<file path="src/rtl/core/hcbd_pkg.sv">
// ----------------------------------------------------------------------------
// hcbd_pkg
// Shared types, constants and helpers for the chunked body decoder.
// ----------------------------------------------------------------------------
package hcbd_pkg;

  localparam int SIZE_BITS_DEF  = 31;
  localparam int TOTAL_BITS_DEF = 48;
  localparam int BYTE_W         = 8;
  localparam int BODY_TOTAL_W   = 48;
  localparam int HEX_W          = 4;

  localparam logic [BYTE_W-1:0] CHAR_CR    = 8'h0d;
  localparam logic [BYTE_W-1:0] CHAR_LF    = 8'h0a;
  localparam logic [BYTE_W-1:0] CHAR_SPACE = 8'h20;
  localparam logic [BYTE_W-1:0] CHAR_TAB   = 8'h09;
  localparam logic [BYTE_W-1:0] CHAR_ZERO  = 8'h30;
  localparam logic [BYTE_W-1:0] CHAR_NINE  = 8'h39;
  localparam logic [BYTE_W-1:0] CHAR_LA    = 8'h61;
  localparam logic [BYTE_W-1:0] CHAR_LF_HI = 8'h66;
  localparam logic [BYTE_W-1:0] CHAR_UA    = 8'h41;
  localparam logic [BYTE_W-1:0] CHAR_UF    = 8'h46;

  typedef enum logic [3:0] {
    PH_START,
    PH_LEAD,
    PH_DIGITS,
    PH_EXT,
    PH_DATA,
    PH_TRAIL1,
    PH_TRAIL2,
    PH_FIN1,
    PH_FIN2,
    PH_DONE,
    PH_ERROR
  } phase_t;

  typedef struct packed {
    logic                    valid;
    logic [HEX_W-1:0]        value;
  } hex_digit_t;

  typedef struct packed {
    logic [BYTE_W-1:0]       out_byte;
    logic                    is_payload;
    logic                    chunk_first;
    logic                    done_res;
    logic                    error;
    logic [BODY_TOTAL_W-1:0] body_total;
  } result_t;

  function automatic hex_digit_t hex_decode(input logic [BYTE_W-1:0] b);
    hex_digit_t h;
    logic [BYTE_W-1:0] t;
    h = '{valid: 1'b0, value: '0};
    t = '0;
    if (b inside {[CHAR_ZERO:CHAR_NINE]}) begin
      t = b - CHAR_ZERO;
      h = '{valid: 1'b1, value: t[HEX_W-1:0]};
    end else if (b inside {[CHAR_LA:CHAR_LF_HI]}) begin
      t = b - CHAR_LA + 8'd10;
      h = '{valid: 1'b1, value: t[HEX_W-1:0]};
    end else if (b inside {[CHAR_UA:CHAR_UF]}) begin
      t = b - CHAR_UA + 8'd10;
      h = '{valid: 1'b1, value: t[HEX_W-1:0]};
    end
    return h;
  endfunction

endpackage

</file>
<file path="src/rtl/core/http_chunked_body_decoder.sv">
// ----------------------------------------------------------------------------
// http_chunked_body_decoder
// Byte-wide HTTP chunked transfer decoder with skid-buffered result output.
// ----------------------------------------------------------------------------
// One request in, one result out, one byte per clock. Each accepted byte
// updates the parse state in the same cycle and its result lands in an output
// register; a single skid register behind it lets the block take one more byte
// while a result waits, so throughput is one byte per cycle whenever the sink
// keeps out_ready high; in_ready falls while the skid register is full.
// Size lines are parsed as hex with leading space/tab skipped; the extension
// is ignored up to CR LF. done_res and error are sticky until rst.
// body_total saturates at TOTAL_BITS bits.
module http_chunked_body_decoder #(
  parameter int SIZE_BITS  = hcbd_pkg::SIZE_BITS_DEF,
  parameter int TOTAL_BITS = hcbd_pkg::TOTAL_BITS_DEF
) (
  input  logic                                  clk,
  input  logic                                  rst,
  input  logic                                  in_valid,
  output logic                                  in_ready,
  input  logic [hcbd_pkg::BYTE_W-1:0]           in_byte,
  output logic                                  out_valid,
  input  logic                                  out_ready,
  output logic [hcbd_pkg::BYTE_W-1:0]           out_byte,
  output logic                                  is_payload,
  output logic                                  chunk_first,
  output logic                                  done_res,
  output logic                                  error,
  output logic [hcbd_pkg::BODY_TOTAL_W-1:0]     body_total
);

  localparam int SUM_W = ((SIZE_BITS > TOTAL_BITS) ? SIZE_BITS : TOTAL_BITS) + 1;
  localparam int EXT_W = (TOTAL_BITS > hcbd_pkg::BODY_TOTAL_W) ?
                         TOTAL_BITS : hcbd_pkg::BODY_TOTAL_W;

  hcbd_pkg::phase_t        phase, phase_next;
  logic [SIZE_BITS-1:0]    size_accum, size_accum_next;
  logic                    first_zero, first_zero_next;
  logic                    saw_cr, saw_cr_next;
  logic [SIZE_BITS-1:0]    bytes_left, bytes_left_next;
  logic [TOTAL_BITS-1:0]   declared_total, declared_total_next;

  hcbd_pkg::result_t       res, out_reg, skid;
  logic                    skid_valid;
  logic                    push, pop;

  hcbd_pkg::hex_digit_t    hex;
  logic                    is_ws, line_end, size_zero, size_ovf;
  logic [SUM_W-1:0]        sum;
  logic [TOTAL_BITS-1:0]   sat_total;
  logic [SIZE_BITS-1:0]    left_dec;
  logic                    use_digit, use_ext;
  logic                    payload, first;
  logic [EXT_W-1:0]        total_ext;

  assign in_ready = !skid_valid;
  assign push     = in_valid && in_ready;
  assign pop      = out_valid && out_ready;

  assign hex       = hcbd_pkg::hex_decode(in_byte);
  assign is_ws     = (in_byte == hcbd_pkg::CHAR_SPACE) || (in_byte == hcbd_pkg::CHAR_TAB);
  assign line_end  = (in_byte == hcbd_pkg::CHAR_LF) && saw_cr;
  assign size_zero = (size_accum == '0);
  assign size_ovf  = |size_accum[SIZE_BITS-1 -: hcbd_pkg::HEX_W];
  assign sum       = SUM_W'(declared_total) + SUM_W'(size_accum);
  assign sat_total = (|sum[SUM_W-1:TOTAL_BITS]) ? '1 : sum[TOTAL_BITS-1:0];
  assign left_dec  = (bytes_left != '0) ? bytes_left - 1'b1 : '0;

  // next state
  always_comb begin
    phase_next          = phase;
    size_accum_next     = size_accum;
    first_zero_next     = first_zero;
    saw_cr_next         = saw_cr;
    bytes_left_next     = bytes_left;
    declared_total_next = declared_total;
    use_digit           = 1'b0;
    use_ext             = 1'b0;

    case (phase)
      hcbd_pkg::PH_START: begin
        first_zero_next = (in_byte == hcbd_pkg::CHAR_ZERO);
        if (is_ws) phase_next = hcbd_pkg::PH_LEAD;
        else use_digit = 1'b1;
      end
      hcbd_pkg::PH_LEAD: begin
        if (!is_ws) use_digit = 1'b1;
      end
      hcbd_pkg::PH_DIGITS: use_digit = 1'b1;
      hcbd_pkg::PH_EXT:    use_ext = 1'b1;
      hcbd_pkg::PH_DATA: begin
        bytes_left_next = left_dec;
        if (left_dec == '0) phase_next = hcbd_pkg::PH_TRAIL1;
      end
      hcbd_pkg::PH_TRAIL1: phase_next = hcbd_pkg::PH_TRAIL2;
      hcbd_pkg::PH_TRAIL2: begin
        size_accum_next = '0;
        first_zero_next = 1'b0;
        saw_cr_next     = 1'b0;
        phase_next      = hcbd_pkg::PH_START;
      end
      hcbd_pkg::PH_FIN1:  phase_next = hcbd_pkg::PH_FIN2;
      hcbd_pkg::PH_FIN2:  phase_next = hcbd_pkg::PH_DONE;
      hcbd_pkg::PH_DONE:  phase_next = hcbd_pkg::PH_DONE;
      default:            phase_next = hcbd_pkg::PH_ERROR;
    endcase

    if (use_digit) begin
      if (!hex.valid) begin
        use_ext = 1'b1;
      end else if (size_ovf) begin
        phase_next = hcbd_pkg::PH_ERROR;
      end else begin
        size_accum_next = {size_accum[SIZE_BITS-hcbd_pkg::HEX_W-1:0], hex.value};
        phase_next      = hcbd_pkg::PH_DIGITS;
      end
    end

    if (use_ext) begin
      if (line_end) begin
        saw_cr_next = 1'b0;
        if (size_zero) begin
          phase_next = first_zero ? hcbd_pkg::PH_FIN1 : hcbd_pkg::PH_ERROR;
        end else begin
          declared_total_next = sat_total;
          bytes_left_next     = size_accum;
          phase_next          = hcbd_pkg::PH_DATA;
        end
      end else begin
        saw_cr_next = (in_byte == hcbd_pkg::CHAR_CR);
        phase_next  = hcbd_pkg::PH_EXT;
      end
    end
  end

  // per-byte outputs
  always_comb begin
    payload = 1'b0;
    first   = 1'b0;
    case (phase)
      hcbd_pkg::PH_DATA: begin
        payload = 1'b1;
        first   = (bytes_left == size_accum);
      end
      default: begin
        payload = 1'b0;
        first   = 1'b0;
      end
    endcase
  end

  assign total_ext = EXT_W'(declared_total_next);

  always_comb begin
    res.out_byte    = in_byte;
    res.is_payload  = payload;
    res.chunk_first = first;
    res.done_res    = (phase_next == hcbd_pkg::PH_DONE);
    res.error       = (phase_next == hcbd_pkg::PH_ERROR);
    res.body_total  = total_ext[hcbd_pkg::BODY_TOTAL_W-1:0];
  end

  always_ff @(posedge clk) begin
    if (rst) begin
      phase          <= hcbd_pkg::PH_START;
      size_accum     <= '0;
      first_zero     <= 1'b0;
      saw_cr         <= 1'b0;
      bytes_left     <= '0;
      declared_total <= '0;
    end else if (push) begin
      phase          <= phase_next;
      size_accum     <= size_accum_next;
      first_zero     <= first_zero_next;
      saw_cr         <= saw_cr_next;
      bytes_left     <= bytes_left_next;
      declared_total <= declared_total_next;
    end
  end

  // output register with one skid entry
  always_ff @(posedge clk) begin
    if (rst) begin
      out_valid  <= 1'b0;
      skid_valid <= 1'b0;
    end else begin
      if (pop) begin
        if (skid_valid) begin
          out_reg    <= skid;
          skid_valid <= 1'b0;
        end else if (push) begin
          out_reg <= res;
        end else begin
          out_valid <= 1'b0;
        end
      end else if (push) begin
        if (out_valid) begin
          skid       <= res;
          skid_valid <= 1'b1;
        end else begin
          out_reg   <= res;
          out_valid <= 1'b1;
        end
      end
    end
  end

  assign out_byte    = out_reg.out_byte;
  assign is_payload  = out_reg.is_payload;
  assign chunk_first = out_reg.chunk_first;
  assign done_res    = out_reg.done_res;
  assign error       = out_reg.error;
  assign body_total  = out_reg.body_total;

endmodule

</file>
<file path="config.mk">
export PLATFORM = sky130hd
export DESIGN_NAME = http_chunked_body_decoder
export DESIGN_NICKNAME = d
export VERILOG_FILES = /design/src/rtl/core/hcbd_pkg.sv /design/src/rtl/core/http_chunked_body_decoder.sv
export SDC_FILE = /design/constraint.sdc
export NUM_CORES = 1
export LEC_CHECK = 0
export BUFFER_PORTS_ARGS = -buffer_cell sky130_fd_sc_hd__buf_2
export CORE_MARGIN = 1.5
export CORE_UTILIZATION = 45
export CTS_CLUSTER_DIAMETER = 150
export DETAILED_ROUTE_END_ITERATION = 8
export GPL_TIMING_DRIVEN = 0
export REMOVE_ABC_BUFFERS = 1
export SYNTH_ARGS = -nofsm -noshare
export SYNTH_HDL_FRONTEND = slang
export SYNTH_SLANG_ARGS = --single-unit
</file>
<file path="constraint.sdc">
create_clock -name clk -period 6.7 [get_ports clk]
set_clock_uncertainty 0.15 [all_clocks]
set_input_delay 1.34 -clock clk [delete_from_list [all_inputs] [get_ports clk]]
set_output_delay 1.34 -clock clk [all_outputs]
set_load 0.05 [all_outputs]
</file>
==> Word-level counts from Yosys, hierarchy flattened <==
Cells that the tools add are included.
{ "totals": {"ff_bits": 238, "latchBits": 0, "mem_bits_rw": 0, "mem_bits_ro": 0, "input_bits": 12, "elab_cells": 128, "n_memories": 0} }
{ "classes": {"add_sub_neg": 7, "mul": 0, "div_mod_pow": 0, "n_lt_le_gt_ge": 6, "n_eq_ne": 20, "shift": 0, "n_mux": 46, "bitwise": 2, "n_reduce_logical": 27} }
{ "op_table": {"columns": ["cell", "n"], "rows": [
  ["60-bit two-way mux", 5],
  ["31-bit two-way mux", 9],
  ["48-bit two-way mux", 4],
  ["31-bit logical NOT", 2],
  ["48-bit by 31-bit adder with 49-bit output", 1],
  ["4-bit two-way mux", 9],
  ["31-bit equality test", 1],
  ["31-bit nonzero test", 1],
  ["31-bit by 1-bit subtractor with 31-bit output (second input constant)", 1],
  ["4-bit one-hot mux with 7 select lines", 1],
  ["8-bit by 4-bit equality test with 1-bit output (second input constant)", 3],
  ["4-bit by 3-bit equality test with 1-bit output (second input constant)", 4],
  ["4-bit equality test (second input constant)", 4],
  ["8-bit by 6-bit equality test with 1-bit output (second input constant)", 2],
  ["8-bit by 7-bit >= comparator with 1-bit output (second input constant)", 2],
  ["8-bit by 7-bit <= comparator with 1-bit output (second input constant)", 2],
  ["5-bit two-way mux", 3],
  ["1-bit two-way mux", 13],
  ["4-bit by 1-bit subtractor with 4-bit output (second input constant)", 3],
  ["4-bit adder (second input constant)", 2],
  ["4-bit by 2-bit equality test with 1-bit output (second input constant)", 2],
  ["8-bit by 6-bit >= comparator with 1-bit output (second input constant)", 1],
  ["8-bit by 6-bit <= comparator with 1-bit output (second input constant)", 1],
  ["4-bit AND reduction", 2],
  ["15 further kinds", 30]
]} }

==> Longest topological paths before layout <==
{ "logic_depth": {"ltp_word": 12, "ltp_mapped": 13} }

==> Least setup slack after synthesis <==
No wires, ideal clock.
{ "synth_timing": {"kind": "input to register", "start": "in in_valid", "end": "reg out_reg (netlist bit body_total[0]) (enable)", "setup_ns": 0.552, "t_arrival_ns": 6.151, "t_required_ns": 5.998, "slack_ns": -0.153, "path_stages": 5, "n_path_buf": 2, "path_cell_list": "nor2b_1 -> clkbuf_1 -> clkbuf_1 -> a21oi_1 -> nor3_1"} }
{ "synth_between": {"elab_chain_len": 3} }
{ "synth_rtl": {"columns": ["element", "line", "text"], "rows": [
  ["from (decl)", "http_chunked_body_decoder.sv:19", "input logic in_valid,"],
  ["1-bit logical AND (*)", "http_chunked_body_decoder.sv:57", "assign push = in_valid && in_ready;"],
  ["2-bit nonzero test (no source line)", null, null],
  ["4-bit AND reduction (no source line) (*)", null, null],
  ["to (signal assigned)", "http_chunked_body_decoder.sv:189", "out_reg <= skid;"],
  ["to (signal assigned)", "http_chunked_body_decoder.sv:192", "out_reg <= res;"],
  ["to (signal assigned)", "http_chunked_body_decoder.sv:201", "out_reg <= res;"],
  ["to (decl)", "http_chunked_body_decoder.sv:43", "hcbd_pkg::result_t res, out_reg, skid;"]
]} }
Every way passes the cells marked *; elsewhere a longest branch is shown, timed or not.
A chain may end at the register's enable or synchronous reset.

==> Final worst setup path <==
{ "layout_timing": {"start": "in in_byte[1] (netlist bit)", "end": "reg declared_total[34]"} }
{ "layout_between": {"elab_chain_len": 8} }
{ "layout_rtl": {"columns": ["element", "line", "text"], "rows": [
  ["from (decl)", "http_chunked_body_decoder.sv:21", "input logic [hcbd_pkg::BYTE_W-1:0] in_byte,"],
  ["8-bit by 7-bit >= comparator with 1-bit output or 8-bit by 7-bit <= comparator with 1-bit output (tied branches)", "hcbd_pkg.sv:63", "end else if (b inside {[CHAR_UA:CHAR_UF]}) begin"],
  ["1-bit logical AND", "hcbd_pkg.sv:63", null],
  ["5-bit two-way mux", "hcbd_pkg.sv:63", null],
  ["5-bit two-way mux", "hcbd_pkg.sv:60", "end else if (b inside {[CHAR_LA:CHAR_LF_HI]}) begin"],
  ["5-bit two-way mux", "hcbd_pkg.sv:57", "if (b inside {[CHAR_ZERO:CHAR_NINE]}) begin"],
  ["1-bit two-way mux", "http_chunked_body_decoder.sv:109", "if (!hex.valid) begin"],
  ["1-bit two-way mux", "http_chunked_body_decoder.sv:108", "if (use_digit) begin"],
  ["48-bit two-way mux (*)", "http_chunked_body_decoder.sv:119", "if (use_ext) begin"],
  ["to (signal assigned)", "http_chunked_body_decoder.sv:177", "declared_total <= declared_total_next;"],
  ["to (decl)", "http_chunked_body_decoder.sv:41", "logic [TOTAL_BITS-1:0] declared_total, declared_total_next;"]
]} }
Marks and branches as above.

==> impl_results.md <==
* Status: completed
* ANT nets after route at 0
* Crit path launch type: primary input
* Area Growth Syn to Fin at 12.0%
* Slowest-stage cell, CP: or3_1
* Worst Reg2Reg Path Length in Cells at 11
* Setup crit end kind: flip-flop
* Slowest stage delay, CP at 1090 ps
* Final hold slack at 347 ps
* Peak supply drop at 0.000174 V
* Post-synth top flop: edfxtp_1
* Longest Clk Path Bufs at 3
* N_diodes at 0
* Post-Syn Area at 0.0136 mm²
* Reg clk slew, reported paths at 70 ps
* Die Y at 177 µm
* CTS tree: built
* Register area share after synthesis at 44.0%
* DRC viols at 0
* Ys async rst share at 0%
* Fin. Hold Viols at 0
* Crit-path cells: buf_2 > inv_1 > ha_1 > o21bai_1 > a2111oi_1 > o21ai_1 > nand3_1 > or3_1 > nor2_1 > and4_1 > nor3_1
* Max-slew headroom at 6.66%
* IO Pins at 74
* Die Wd at 177 µm
* Fill cells at 2861
* Port bufs at 73
* DR vias/cell at 6.07
* CP arrival at 5710 ps
* Gate count after technology mapping at 1560
* DR WL/cell at 20.3 µm
* FMAX at 186 MHz
* Vias in the first global route at 11000
* Clock root cell: clkbuf_16
* WHS Path Cells at 2
* # Max-Cap Violations at 0
* Clock latency on the worst-skew pair at 550 ps
* Finished Layout Cells at 1986
* PD cells at 210 mW/mm²
* Worst-path maximum fanout at 27
* RSZ-0062 raised after global routing: false
* Tot Pwr at 3.18 mW
* Share of layout cells above drive strength 1 at 10.2%
* Setup-failing EPs final at 0
* Buffers and inverters on the worst path at 2
* Synth cell types at 75
* Post-synthesis register bit count at 238
* Leakage at 5.93 nW
* Util after Layout at 51.2%
* Dominant cell type by area after synthesis: edfxtp_1
* # clock sinks at 238
* DRT iter0 DRCs at 1158
* Routed Wire Length at 40.4 mm
* 1st-pass router iterations at 6
* Overall Global Routing Usage at 26.0%
* Worst Hold Class: flip-flop to flip-flop
* WS Path Type: primary input to flip-flop
* Initial core utilization at 45.7%
* Resized cells post-CTS at 0
* Slew @ Worst Pin at 1400 ps
* Top post-synthesis cells by area: edfxtp_1, dfxtp_1, nor2_1, nand2_1, a21oi_1
* Post-CTS Hold Fix Bufs at 0
* EDFF count, synth at 120
* Period minus WS final at 5390 ps
* Worst path top cell family by delay: simple AND/OR/NAND/NOR gates
* RePlAce Congestion at 0.925
* Nets at 1625
* Core Rows at 63
* Core area at 0.0296 mm²
* CTS Buf Count at 27
* Final number of max-transition violations at 0
* CP Depth at 11
* Placed cell count at 1936
* GRT overflow at 0
* HPWL Detailed at 27.4 mm
* Initial antenna violation count at 0
* Final Cycle Share at 80.4%
* Top cell type's share of synthesized area at 26.6%
* # Post-CTS Setup Buffers at 0
* First-pass GRT wire length at 64.0 mm
* Via Count at 12100
* Worst EP required at 7020 ps
* Avg Cell Area, Syn at 8.69 µm²
* H-tree level count at 1
* Setup TNS at 0 ps
* Yosys warns at 0
* Largest net degree at the start of global routing at 82
* Die ar. at 0.0312 mm²
## area by class of cell
cell class,instances,area (µm²),area share (%)
multi-input cells,1173,7070,46.6
repair buffers,91,664,4.38
flip-flops and latches,238,5970,39.3
inverters,44,165,1.09
clock buffers,36,729,4.80
well taps,390,488,3.21
clock inverters,14,98.8,0.651
## cell usage in the layout (no fill, tap or decap), types with 16 or more instances in the layout
master	n
nor2_1	184
nand2_1	164
edfxtp_1	120
dfxtp_1	118
a21oi_1	113
o21ai_0	106
buf_2	73
nor3_1	57
xor2_1	46
inv_1	43
a22oi_1	38
ha_1	37
nor4_1	34
xnor2_1	30
nand4_1	28
nand3_1	28
clkbuf_16	27
a31oi_1	24
o31ai_1	22
a211oi_1	20
o22ai_1	20
o211ai_1	18
and3_1	16
## where the power goes
group          total, mW  switching [mW]  internal [mW]
Clock               1.41           0.609          0.800
Sequential          1.56          0.0102           1.55
Combinational      0.216           0.162         0.0538
Total               3.18           0.782           2.40
## final timing paths
| path | startpoint | endpoint | slack, ps |
|---|---|---|---|
| hold / removal | declared_total[13] | declared_total[13] | 350 |
| hold reg to reg | declared_total[13] | declared_total[13] | 350 |
| setup / recovery | in_byte[1] | declared_total[34] | 1310 |
| setup reg to reg | size_accum[0] | body_total[43] | 1550 |
## logic make-up after synthesis
| logic type | after synthesis | synth area share, % |
|---|---|---|
| mux | 13 | 1.03 |
| fa+ha+maj | 38 | 3.56 |
| compound gates | 454 | 21.6 |
| simple gates | 592 | 20.7 |
| buf+inv | 149 | 4.20 |
| xor+xnor | 76 | 4.91 |
| flops | 238 | 44.0 |
## flip-flops by register name, summed over array words and instances, names as in the netlist, 4 cells and up
signal / flops
skid: 60
body_total: 48
declared_total: 48
bytes_left: 31
size_accum: 31
out_byte: 8
phase: 4
## stage by stage
stage                     setup WS, ps  cell area [µm²]
after floorplan                  -1750            13200
after global placement           -6350            14000
after detailed placement           926            14400
after CTS                         1490            15200
after global routing              1100            15200
final                             1310            15200
## routing by layer
metal  vias to the layer above  part of all wire, %  global-route usage (%)
met5                         -                    0                       0
met4                         0                  2.4                    7.17
met3                        68                  7.0                    3.40
met2                       439                   42                    38.8
met1                      5715                   48                    39.2
li1                       5837                    -                       -
## synthesized netlist by cell type, types with 12 or more instances
cell	n
nor2_1	184
nand2_1	165
edfxtp_1	120
dfxtp_1	118
a21oi_1	113
o21ai_0	106
clkbuf_1	100
nor3_1	59
xor2_1	46
inv_1	44
a22oi_1	38
ha_1	37
nor4_1	35
nand3_1	30
xnor2_1	30
nand4_1	28
a31oi_1	24
o31ai_1	22
a211oi_1	20
o22ai_1	20
and3_1	19
o211ai_1	18
or3_1	12
## tightest hold or removal path: stages (launching register included)
cell and delay [ps]:
dfxtp_1 330, nand2_1 60, o22ai_1 60
(Power assumes the default switching activity.)
